--- src/design/otbf_pkg.sv ---
// Shared constants and opcodes for the overwriting text byte FIFO.
package otbf_pkg;

    // Storage depth in bytes and the widths that follow from it.
    localparam int FIFO_DEPTH = 32;
    localparam int PTR_W      = $clog2(FIFO_DEPTH);
    localparam int CNT_W      = $clog2(FIFO_DEPTH + 1);

    // Fixed field widths of the word interface.
    localparam int OPCODE_W = 2;
    localparam int BYTE_W   = 8;
    localparam int COUNT_W  = 6;

    // Operation codes.
    localparam logic [OPCODE_W-1:0] OP_PUSH  = 2'd0;
    localparam logic [OPCODE_W-1:0] OP_POP   = 2'd1;
    localparam logic [OPCODE_W-1:0] OP_CLEAR = 2'd2;
    localparam logic [OPCODE_W-1:0] OP_NONE  = 2'd3;

    typedef logic [PTR_W-1:0] ptr_t;
    typedef logic [CNT_W-1:0] cnt_t;

    // Ring increment of a storage pointer.
    function automatic ptr_t next_slot(input ptr_t p);
        ptr_t last;
        last = ptr_t'(FIFO_DEPTH - 1);
        return (p == last) ? '0 : ptr_t'(p + ptr_t'(1));
    endfunction

endpackage

--- src/design/otbf_ram.sv ---
// Generic single-write, single-read RAM with registered read data.
module otbf_ram #(
    parameter int WIDTH = 8,
    parameter int DEPTH = 32
) (
    input  logic                     clk,
    input  logic                     wr_en,
    input  logic [$clog2(DEPTH)-1:0] wr_addr,
    input  logic [WIDTH-1:0]         wr_data,
    input  logic [$clog2(DEPTH)-1:0] rd_addr,
    output logic [WIDTH-1:0]         rd_data
);

    logic [WIDTH-1:0] mem [DEPTH];

    // Write port and registered read port; a read of the address being
    // written returns the old contents.
    always_ff @(posedge clk)
    begin
        if (wr_en)
        begin
            mem[wr_addr] <= wr_data;
        end
        rd_data <= mem[rd_addr];
    end

endmodule

--- src/design/overwriting_text_byte_fifo_core.sv ---
// Overwriting text byte FIFO: a ring of text bytes with push, pop and clear,
// and one status word returned for every operation word. A push into a full
// FIFO overwrites the oldest byte. An accepted word is held as a pending
// status and then loaded into the output register, so with the result side
// free the block takes one word per cycle; the byte RAM has a registered read
// port and is read at the new oldest position while the pointers are updated.
// A stall on the result side holds the pending status and the block then
// stalls its input.
module overwriting_text_byte_fifo_core (
    input  logic                           clk,
    input  logic                           rst_n,
    input  logic                           item_valid,
    output logic                           item_stall,
    input  logic [otbf_pkg::OPCODE_W-1:0]  opcode,
    input  logic [otbf_pkg::BYTE_W-1:0]    data_byte,
    output logic                           result_valid,
    input  logic                           result_stall,
    output logic [otbf_pkg::COUNT_W-1:0]   byte_count,
    output logic [otbf_pkg::BYTE_W-1:0]    front_byte,
    output logic                           text_ready,
    output logic                           text_event
);
    import otbf_pkg::*;

    ptr_t wr_ptr_reg, wr_ptr_next;
    ptr_t rd_ptr_reg, rd_ptr_next;
    cnt_t cnt_reg, cnt_next;
    logic push_next;

    logic pend_reg, pend_next;
    logic pend_event_reg;
    logic fwd_hit_reg;
    logic [BYTE_W-1:0] fwd_data_reg;

    logic result_valid_reg, result_valid_next;
    logic [COUNT_W-1:0] count_out_reg;
    logic [BYTE_W-1:0] front_out_reg;
    logic ready_out_reg;
    logic event_out_reg;

    logic accept;
    logic load_out;
    ptr_t ram_rd_addr;
    logic [BYTE_W-1:0] ram_rd_data;
    logic [BYTE_W-1:0] front_sel;
    logic [CNT_W+COUNT_W-1:0] count_wide;

    // Handshake: a pending status moves to the output register when it is free.
    assign accept     = item_valid && !item_stall;
    assign load_out   = pend_reg && (!result_valid_reg || !result_stall);
    assign item_stall = pend_reg && !load_out;

    // Pointer and count update for the incoming operation.
    always_comb
    begin
        wr_ptr_next = wr_ptr_reg;
        rd_ptr_next = rd_ptr_reg;
        cnt_next    = cnt_reg;
        push_next   = 1'b0;
        unique case (opcode)
            OP_PUSH:
            begin
                push_next   = 1'b1;
                wr_ptr_next = next_slot(wr_ptr_reg);
                if (cnt_reg == cnt_t'(FIFO_DEPTH))
                begin
                    rd_ptr_next = next_slot(rd_ptr_reg);
                end
                else
                begin
                    cnt_next = cnt_t'(cnt_reg + cnt_t'(1));
                end
            end
            OP_POP:
            begin
                if (cnt_reg != '0)
                begin
                    rd_ptr_next = next_slot(rd_ptr_reg);
                    cnt_next    = cnt_t'(cnt_reg - cnt_t'(1));
                end
            end
            OP_CLEAR:
            begin
                rd_ptr_next = wr_ptr_reg;
                cnt_next    = '0;
            end
            OP_NONE:
            begin
                cnt_next = cnt_reg;
            end
            default:
            begin
                cnt_next = cnt_reg;
            end
        endcase
    end

    // Byte store; read at the new oldest position on accept, else hold it.
    assign ram_rd_addr = accept ? rd_ptr_next : rd_ptr_reg;

    otbf_ram #(
        .WIDTH (BYTE_W),
        .DEPTH (FIFO_DEPTH)
    ) u_store (
        .clk     (clk),
        .wr_en   (accept && push_next),
        .wr_addr (wr_ptr_reg),
        .wr_data (data_byte),
        .rd_addr (ram_rd_addr),
        .rd_data (ram_rd_data)
    );

    // Control state.
    assign pend_next = accept ? 1'b1 : (load_out ? 1'b0 : pend_reg);
    assign result_valid_next = load_out ? 1'b1
                             : (result_stall ? result_valid_reg : 1'b0);

    always_ff @(posedge clk or negedge rst_n)
    begin
        if (!rst_n)
        begin
            wr_ptr_reg       <= '0;
            rd_ptr_reg       <= '0;
            cnt_reg          <= '0;
            pend_reg         <= 1'b0;
            result_valid_reg <= 1'b0;
        end
        else
        begin
            if (accept)
            begin
                wr_ptr_reg <= wr_ptr_next;
                rd_ptr_reg <= rd_ptr_next;
                cnt_reg    <= cnt_next;
            end
            pend_reg         <= pend_next;
            result_valid_reg <= result_valid_next;
        end
    end

    // Forwarding of a byte written to the slot that is read in the same cycle.
    always_ff @(posedge clk)
    begin
        if (accept)
        begin
            pend_event_reg <= push_next;
            fwd_hit_reg    <= push_next && (wr_ptr_reg == rd_ptr_next);
            fwd_data_reg   <= data_byte;
        end
    end

    // Status word assembly.
    assign front_sel  = (cnt_reg == '0) ? '0
                      : (fwd_hit_reg ? fwd_data_reg : ram_rd_data);
    assign count_wide = {{COUNT_W{1'b0}}, cnt_reg};

    always_ff @(posedge clk)
    begin
        if (load_out)
        begin
            count_out_reg <= count_wide[COUNT_W-1:0];
            front_out_reg <= front_sel;
            ready_out_reg <= (cnt_reg != '0);
            event_out_reg <= pend_event_reg;
        end
    end

    assign result_valid = result_valid_reg;
    assign byte_count   = count_out_reg;
    assign front_byte   = front_out_reg;
    assign text_ready   = ready_out_reg;
    assign text_event   = event_out_reg;

endmodule

--- config.mk ---
export PLATFORM = sky130hd
export DESIGN_NAME = overwriting_text_byte_fifo_core
export DESIGN_NICKNAME = d
export VERILOG_FILES = /design/src/design/otbf_pkg.sv /design/src/design/otbf_ram.sv /design/src/design/overwriting_text_byte_fifo_core.sv
export SDC_FILE = /design/constraint.sdc
export NUM_CORES = 1
export LEC_CHECK = 0
export BUFFER_PORTS_ARGS = -buffer_cell sky130_fd_sc_hd__buf_2
export CAP_MARGIN = 20
export CORE_ASPECT_RATIO = 0.5
export CORE_MARGIN = 3
export CORE_UTILIZATION = 45
export DETAILED_ROUTE_END_ITERATION = 8
export GPL_TIMING_DRIVEN = 0
export PLACE_DENSITY = 0.66
export SLEW_MARGIN = 20
export SYNTH_ARGS = -nofsm -noshare
export SYNTH_HDL_FRONTEND = slang
export SYNTH_SLANG_ARGS = --single-unit
--- constraint.sdc ---
create_clock -name clk -period 3.66 [get_ports clk]
set_clock_uncertainty 0.2 [all_clocks]
set_input_delay 0.183 -clock clk [delete_from_list [all_inputs] [get_ports clk]]
set_output_delay 0.183 -clock clk [all_outputs]
set_load 0.01 [all_outputs]
## After elaboration in Yosys (flattened, before gate mapping)

Memory sizes are Yosys's and may differ from the RTL's. A register that Yosys moved wholly into a read port is not among the register bits.
Cells that the tools add are included.

| storage, ports and cells | value |
|---|---|
| register bits | 44 |
| word-level logic and storage cells | 61 |
| bits in writable memories | 256 |
| output and inout port bits | 18 |
| input port bits | 14 |
| memories kept | 1 |

| cells by class | value |
|---|---|
| bitwise logic cells | 1 |
| $add $sub $neg | 4 |
| mux-type cells | 17 |
| equality and inequality tests | 10 |
| reductions and logical operators | 16 |

Memories:

| name | words | bits a word | read ports | clocked after Yosys merged registers in | wr ports | line | source |
|---|---|---|---|---|---|---|---|
| u_store.mem | 32 | 8 | 1 | 1 | 1 | otbf_ram.sv:14 | `logic [WIDTH-1:0] mem [DEPTH];` |

Operators with widths:

| kind | count |
|---|---|
| $mux W5 | 5 |
| $pmux W6 S3 | 1 |
| $pmux W5 S3 | 1 |
| $mux W6 | 2 |
| $add A5 B1 Y5 const B | 2 |
| $eq A5 B5 Y1 const B | 2 |
| $mux W8 | 1 |
| $mux W1 | 7 |
| $add A6 B1 Y6 const B | 1 |
| $eq A6 B6 Y1 const B | 1 |
| $logic_not A6 Y1 | 1 |
| $reduce_bool A6 Y1 | 1 |
| $sub A6 B1 Y6 const B | 1 |
| $eq A5 B5 Y1 | 1 |
| $logic_and A1 B1 Y1 | 5 |
| $eq A2 B2 Y1 const B | 2 |
| $logic_not A1 Y1 | 4 |
| $ne A2 B2 Y1 const B | 2 |
| $reduce_and A4 Y1 | 1 |
| $eq A2 B1 Y1 const B | 1 |
| $logic_not A2 Y1 | 1 |
| $ne A2 B1 Y1 const B | 1 |
| $reduce_and A2 Y1 | 1 |
| $reduce_bool A2 Y1 | 1 |
| 2 further kinds | 2 |

## Longest topological paths before layout

| depth | value |
|---|---|
| depth in word-level cells | 10 |
| gate-level depth with buffers | 14 |
| gate-level depth less buffers | 12 |

## Modules after synthesis

From an unflattened synthesis, not the netlist that was laid out.

| unflattened totals | value |
|---|---|
| cells, all modules | 633 |
| area, all modules | 12,389.4 sq um |

Modules (own cells, without submodules):

| module | area an instance (sq um) | times used | seq. area each (sq um) | cells an instance |
|---|---|---|---|---|
| otbf_ram | 10,053.4 | 1 | 7,847.5 | 417 |
| overwriting_text_byte_fifo_core | 2,336.0 | 1 | 1,231.2 | 216 |

## Worst setup path after synthesis

Ideal clock, no wire load.

| timing | value |
|---|---|
| kind | reg-to-reg |
| start point | register rd_ptr_reg[0] |
| end point | register u_store.rd_data[0] (read register of u_store.mem) |
| data required time | 3.341 ns |
| path buffers | 0 |
| period minus slack after synthesis | 3.211 ns |
| arrival | 2.893 ns |
| stages on the path, launching flop included | 12 |
| slack | 0.449 ns |
| library setup time | 0.119 ns |
| cells stage by stage | dfrtp_1 > ha_1 > and3_1 > ha_1 > nor4b_1 > o311ai_1 > and3_1 > a2bb2oi_1 > a311o_2 > nor3_1 > a22o_1 > nor4_2 |

| on the way | value |
|---|---|
| cells in the longest elaborated chain, start to end | 5 |
| elaborated cells between the ends (all ways) | 7 |
| classes of those cells | 1 x add/sub; 1 x eq/ne; 5 x mux |

RTL lines:

| element | line | source |
|---|---|---|
| from (decl) | overwriting_text_byte_fifo_core.sv:26 | `ptr_t rd_ptr_reg, rd_ptr_next;` |
| from (signal assigned) | overwriting_text_byte_fifo_core.sv:133 | `rd_ptr_reg <= rd_ptr_next;` |
| $add A5 B1 Y5 / $eq A5 B5 Y1 (equally long branches) | otbf_pkg.sv:27 | `return (p == last) ? '0 : ptr_t'(p + ptr_t'(1));` |
| $mux W5 | otbf_pkg.sv:27 |  |
| $mux W5 (on tied branches) | overwriting_text_byte_fifo_core.sv:76, overwriting_text_byte_fifo_core.sv:65 |  |
| $pmux W5 S3 | overwriting_text_byte_fifo_core.sv:60 | `unique case (opcode)` |
| $mux W5 (*) | -- |  |
| to (decl) | otbf_ram.sv:11 | `output logic [WIDTH-1:0] rd_data` |

Mark *: on every way between the ends. The rest lies on a longest branch, timed or not.
A chain may end at the register's enable or synchronous reset.

## Final worst setup path

| timing | value |
|---|---|
| start point | register rd_ptr_reg[0] |
| end point | register u_store.rd_data[4] (read register of u_store.mem) |

| on the way | value |
|---|---|
| cells in the longest elaborated chain, start to end | 5 |
| elaborated cells between the ends (all ways) | 7 |
| classes of those cells | 1 x add/sub; 1 x eq/ne; 5 x mux |

RTL lines:

| element | line | source |
|---|---|---|
| $add A5 B1 Y5 / $eq A5 B5 Y1 (equally long branches) | otbf_pkg.sv:27 |  |
| $mux W5 (*) | otbf_pkg.sv:27 |  |
| $mux W5 (on tied branches) | overwriting_text_byte_fifo_core.sv:76, overwriting_text_byte_fifo_core.sv:65 |  |
| $pmux W5 S3 (*) | overwriting_text_byte_fifo_core.sv:60 |  |
| $mux W5 (*) | -- |  |
| named net ram_rd_addr[3] | overwriting_text_byte_fifo_core.sv:43 | `ptr_t ram_rd_addr;` |

The timed path passes the listed nets; every way through them passes the cells marked *.

==> impl_results.rst <==
.. list-table::
   :header-rows: 1

   * - Metric
     - Value
   * - Remaining global-route overflow
     - 0
   * - Max Cap Violations
     - 0
   * - Power per unit of standard cell area
     - 721 mW/mm^2
   * - Cell variety after synth
     - 60
   * - Fraction of the cycle the final worst path needs
     - 0.992
   * - Top area cells in the synthesized netlist
     - edfxtp_1 65%, mux2i_1 12%, mux2_2 4.4%, dfrtp_1 3.5%, nor2_1 1.6%
   * - Result of the run
     - complete, no violations
   * - Count of flip-flops with a built-in enable after synthesis
     - 282
   * - Worst-case setup slack after placement
     - -0.580 ns
   * - Overall fraction of global-route tracks in use
     - 0.179
   * - Compound-gate portion of the synthesized area
     - 0.0515
   * - Boundary Pins
     - 32
   * - Number of setup violations in the final report
     - 0
   * - Number of global-route vias before repair
     - slightly below 7,000
   * - Arrival time of data at the critical path endpoint
     - ~3.9 ns
   * - Clock Sinks
     - 308
   * - Cell Count, Final, Fillers Out
     - 1,275
   * - Share of synthesized cell area in full adder, half adder and majority cells
     - 0.0121
   * - Largest family of logic cells by synthesized area
     - multiplexers
   * - Most common flop cell mapped by yosys
     - edfxtp_1
   * - # placed instances
     - 1,211
   * - Post-synthesis register bit count
     - 308
   * - Global-route wire length before repair
     - 41,900 um
   * - Classification of the worst setup path
     - reg -> reg
   * - Syn Std Cell Area
     - 0.0130 mm^2
   * - Multiplexer share of the synthesized area
     - 0.162
   * - Pin count of the biggest net entering global routing
     - 34
   * - Capturing point of the worst reg2reg path
     - u_store.rd_data[4]
   * - Clock root buffer master
     - clkbuf_16
   * - Avg Cell Area, Syn
     - 16.3 um^2
   * - Final net count
     - 897
   * - Total nets after synthesis
     - 823
   * - Post-detailed-route DRC marker count
     - 0
   * - Final-report max-slew violation count
     - 0
   * - Total number of vias
     - 7,105
   * - Cells on Worst Hold Path
     - 1
   * - Synth async-reset ratio
     - 0.0584
   * - H-tree depth
     - 1
   * - Worst Tran Pin Value
     - between 0.9 and 1 ns
   * - Die height
     - approximately 130 um
   * - Number of cell instances on the worst register-to-register path
     - 12
   * - Initial Utilization
     - 0.464
   * - Clock tree from TritonCTS
     - built
   * - Fraction of layout cells with a size suffix above 1
     - 0.212
   * - Min Clock Period, post-route
     - 3.63 ns
   * - Clk buf depth
     - 3
   * - Detailed placement HPWL
     - 18,100 um
   * - Antenna violations before repair
     - 0
   * - Number of flip-flops in the largest register
     - between 200 and 300
   * - Die area
     - ~0.031 mm^2
   * - Area of the placeable core
     - about 0.028 mm^2
   * - Register-to-register setup slack
     - 0.03 ns
   * - Layout overhead on the synthesized area
     - 14.7%
   * - Drt first pass iters
     - 5
   * - Source-to-sink clock delay at the later pin of the worst-skew pair
     - 0.57 ns
   * - Reg with most FFs
     - u_store.mem
   * - Fmax
     - 275 MHz
   * - CTS buffer count
     - 28
   * - Final setup margin
     - roughly 0.029 ns
   * - Sequential element share of the synthesized area
     - 0.697
   * - Startpoint of the tightest hold check path
     - data_byte[4]
   * - CP Max Fanout
     - 8
   * - Capturing element type of the critical path
     - register
   * - CP startpoint kind
     - register
   * - Synth Area in Simple Gates
     - 0.0531
   * - Antenna Violating Nets Remaining
     - 0
   * - Count of antenna diodes in the layout
     - 0
   * - Number of buffers inserted by port buffering
     - 31
   * - Routed via count divided by cell count
     - 5.57
   * - Average detailed-routed wire length per instance
     - 21.7 um
   * - Width of the chip
     - 247 um
   * - Post-layout util
     - 0.532
   * - Area fraction of the dominant cell type after synthesis
     - 0.650
   * - Setup repair after global routing missed its margin
     - yes
   * - Launch instance of the worst register-to-register path
     - rd_ptr_reg[0]
   * - Xor/xnor share of the synthesized area
     - 0.00538
   * - Static Leak
     - between 5 and 6 nW
   * - Routability Congestion
     - 0.864
   * - Row Count
     - 43
   * - Clock-pin slew on the worst setup and hold paths
     - 0.07 ns
   * - Worst-case hold path end point
     - u_store.mem[18][4]
   * - Total power after layout
     - ~11 mW
   * - Initial DRC count
     - between 500 and 600
   * - Final hold violations
     - 0
   * - HP Class
     - in -> reg
   * - Req. time, crit path
     - 3.88 ns
   * - Worst IR Drop VDD
     - 0.406 mV
   * - Gate count of the mapped netlist
     - 797
   * - Relative slew slack
     - 0.390
   * - DRT Wirelength
     - approximately 28,000 um
   * - Largest area contributor in the netlist
     - edfxtp_1
   * - Synth warnings
     - 0
[stage by stage]
| stage | hold slack, ns | TNS [ns] | area [um^2] |
|---|---|---|---|
| 4_1_cts | 0.00499 | -0.00833 | 14800 |
| 5_1_grt | 0.0216 | -0.717 | 14900 |
| 2_1_floorplan | -0.313 | 0 | 13000 |
| 3_5_place_dp | -0.0420 | -3.65 | 13700 |
| 3_3_place_gp | -0.0377 | -3.32 | 13700 |
| 6_report | 0.0161 | 0 | 14900 |
[worst max path at each step]
stage | start | end | slack (ns) | depth (start not counted)
after floorplan | rd_ptr_reg[0] | u_store.rd_data[0] | 0.45 | 11
after global placement | rd_ptr_reg[0] | u_store.rd_data[3] | -0.55 | 14
after detailed placement | rd_ptr_reg[0] | u_store.rd_data[3] | -0.58 | 14
after CTS | rd_ptr_reg[0] | u_store.rd_data[3] | -0.008 | 15
after global routing | result_valid | u_store.mem[22][6] | -0.04 | 6
final | rd_ptr_reg[0] | u_store.rd_data[4] | 0.03 | 12
[critical path, stage by stage (launching register included)]
cell and delay, ns:
dfrtp_2 0.45, ha_4 0.19, and3_1 0.20, ha_4 0.19, nor4b_1 0.30, o311ai_1 0.16, and3_1 0.24, a2bb2oi_1 0.15
a311o_2 0.40, inv_2 0.18, nand3_1 0.29, o22ai_1 0.45, nor4_4 0.09
[per-layer routing]
metal,part of all wire,up-vias,GRT usage
met2,0.45,223,0.269
met5,0,-,0
met4,0.017,0,0.0369
li1,-,3255,-
met3,0.063,40,0.0287
met1,0.47,3587,0.276
[layout by cell type, fill, tap and decap left out, types with 4 or more instances in the layout]
cell and count:
buf_8 5, o21ai_0 10, clkinv_2 4, buf_4 11
o31ai_1 5, clkinv_1 11, dfrtp_1 16, and3_1 5
clkbuf_16 28, buf_6 9, buf_2 32, nand2_1 23
a22o_1 23, dfxtp_1 8, a21oi_1 12, mux2_2 51
a21o_1 4, dlygate4sd3_1 6, mux2i_1 150, edfxtp_1 282
nor4_4 7, nor3_1 9, ha_1 9, o22ai_1 6
xnor2_1 5, nor2_1 51, clkbuf_1 15, inv_1 11
nand3_1 6, nand3b_1 5
[layout make-up]
class | instances | area, um^2
Buffer | 34 | 298
Clock buffer | 31 | 712
Clock inverter | 21 | 170
Fill cell | 2222 | 13100
Inverter | 12 | 45.0
Multi-Input combinational cell | 442 | 3880
Sequential cell | 308 | 9080
Tap cell | 382 | 478
Timing Repair Buffer | 45 | 279
[cell families (layout without fill, tap and decap cells)]
| group | Yosys count | count (layout) |
|---|---|---|
| simple gates | 130 | 130 |
| flops | 308 | 308 |
| fa+ha+maj | 12 | 12 |
| mux | 204 | 204 |
| xor+xnor | 8 | 8 |
| compound gates | 88 | 88 |
| buf+inv | 47 | 143 |
[Yosys cell counts (11+ instances only)]
master      n
a21oi_1    12
a22o_1     23
buf_4      11
clkbuf_1   13
dfrtp_1    18
edfxtp_1  282
ha_1       11
inv_1      12
mux2_2     51
mux2i_1   153
nand2_1    23
nor2_1     54
nor3_1     11
[where the power goes]
part | internal, mW | switching (mW) | leakage (nW)
sequential | 4.06 | 0.181 | 2.83
combinational | 1.75 | 1.98 | 2.22
clock | 1.55 | 1.26 | 0.428
total | 7.36 | 3.42 | 5.48
[repair_timing]
action / in CTS / in global routing
setup buffers: 2 / 5
endpoints found under the hold margin: 69 / 0
resized for setup: 35 / 30
setup endpoints to repair: 8 / 16
pin swaps: 5 / 3
hold buffers: 6 / 0
Note: power is estimated with default switching activity, not from simulation.
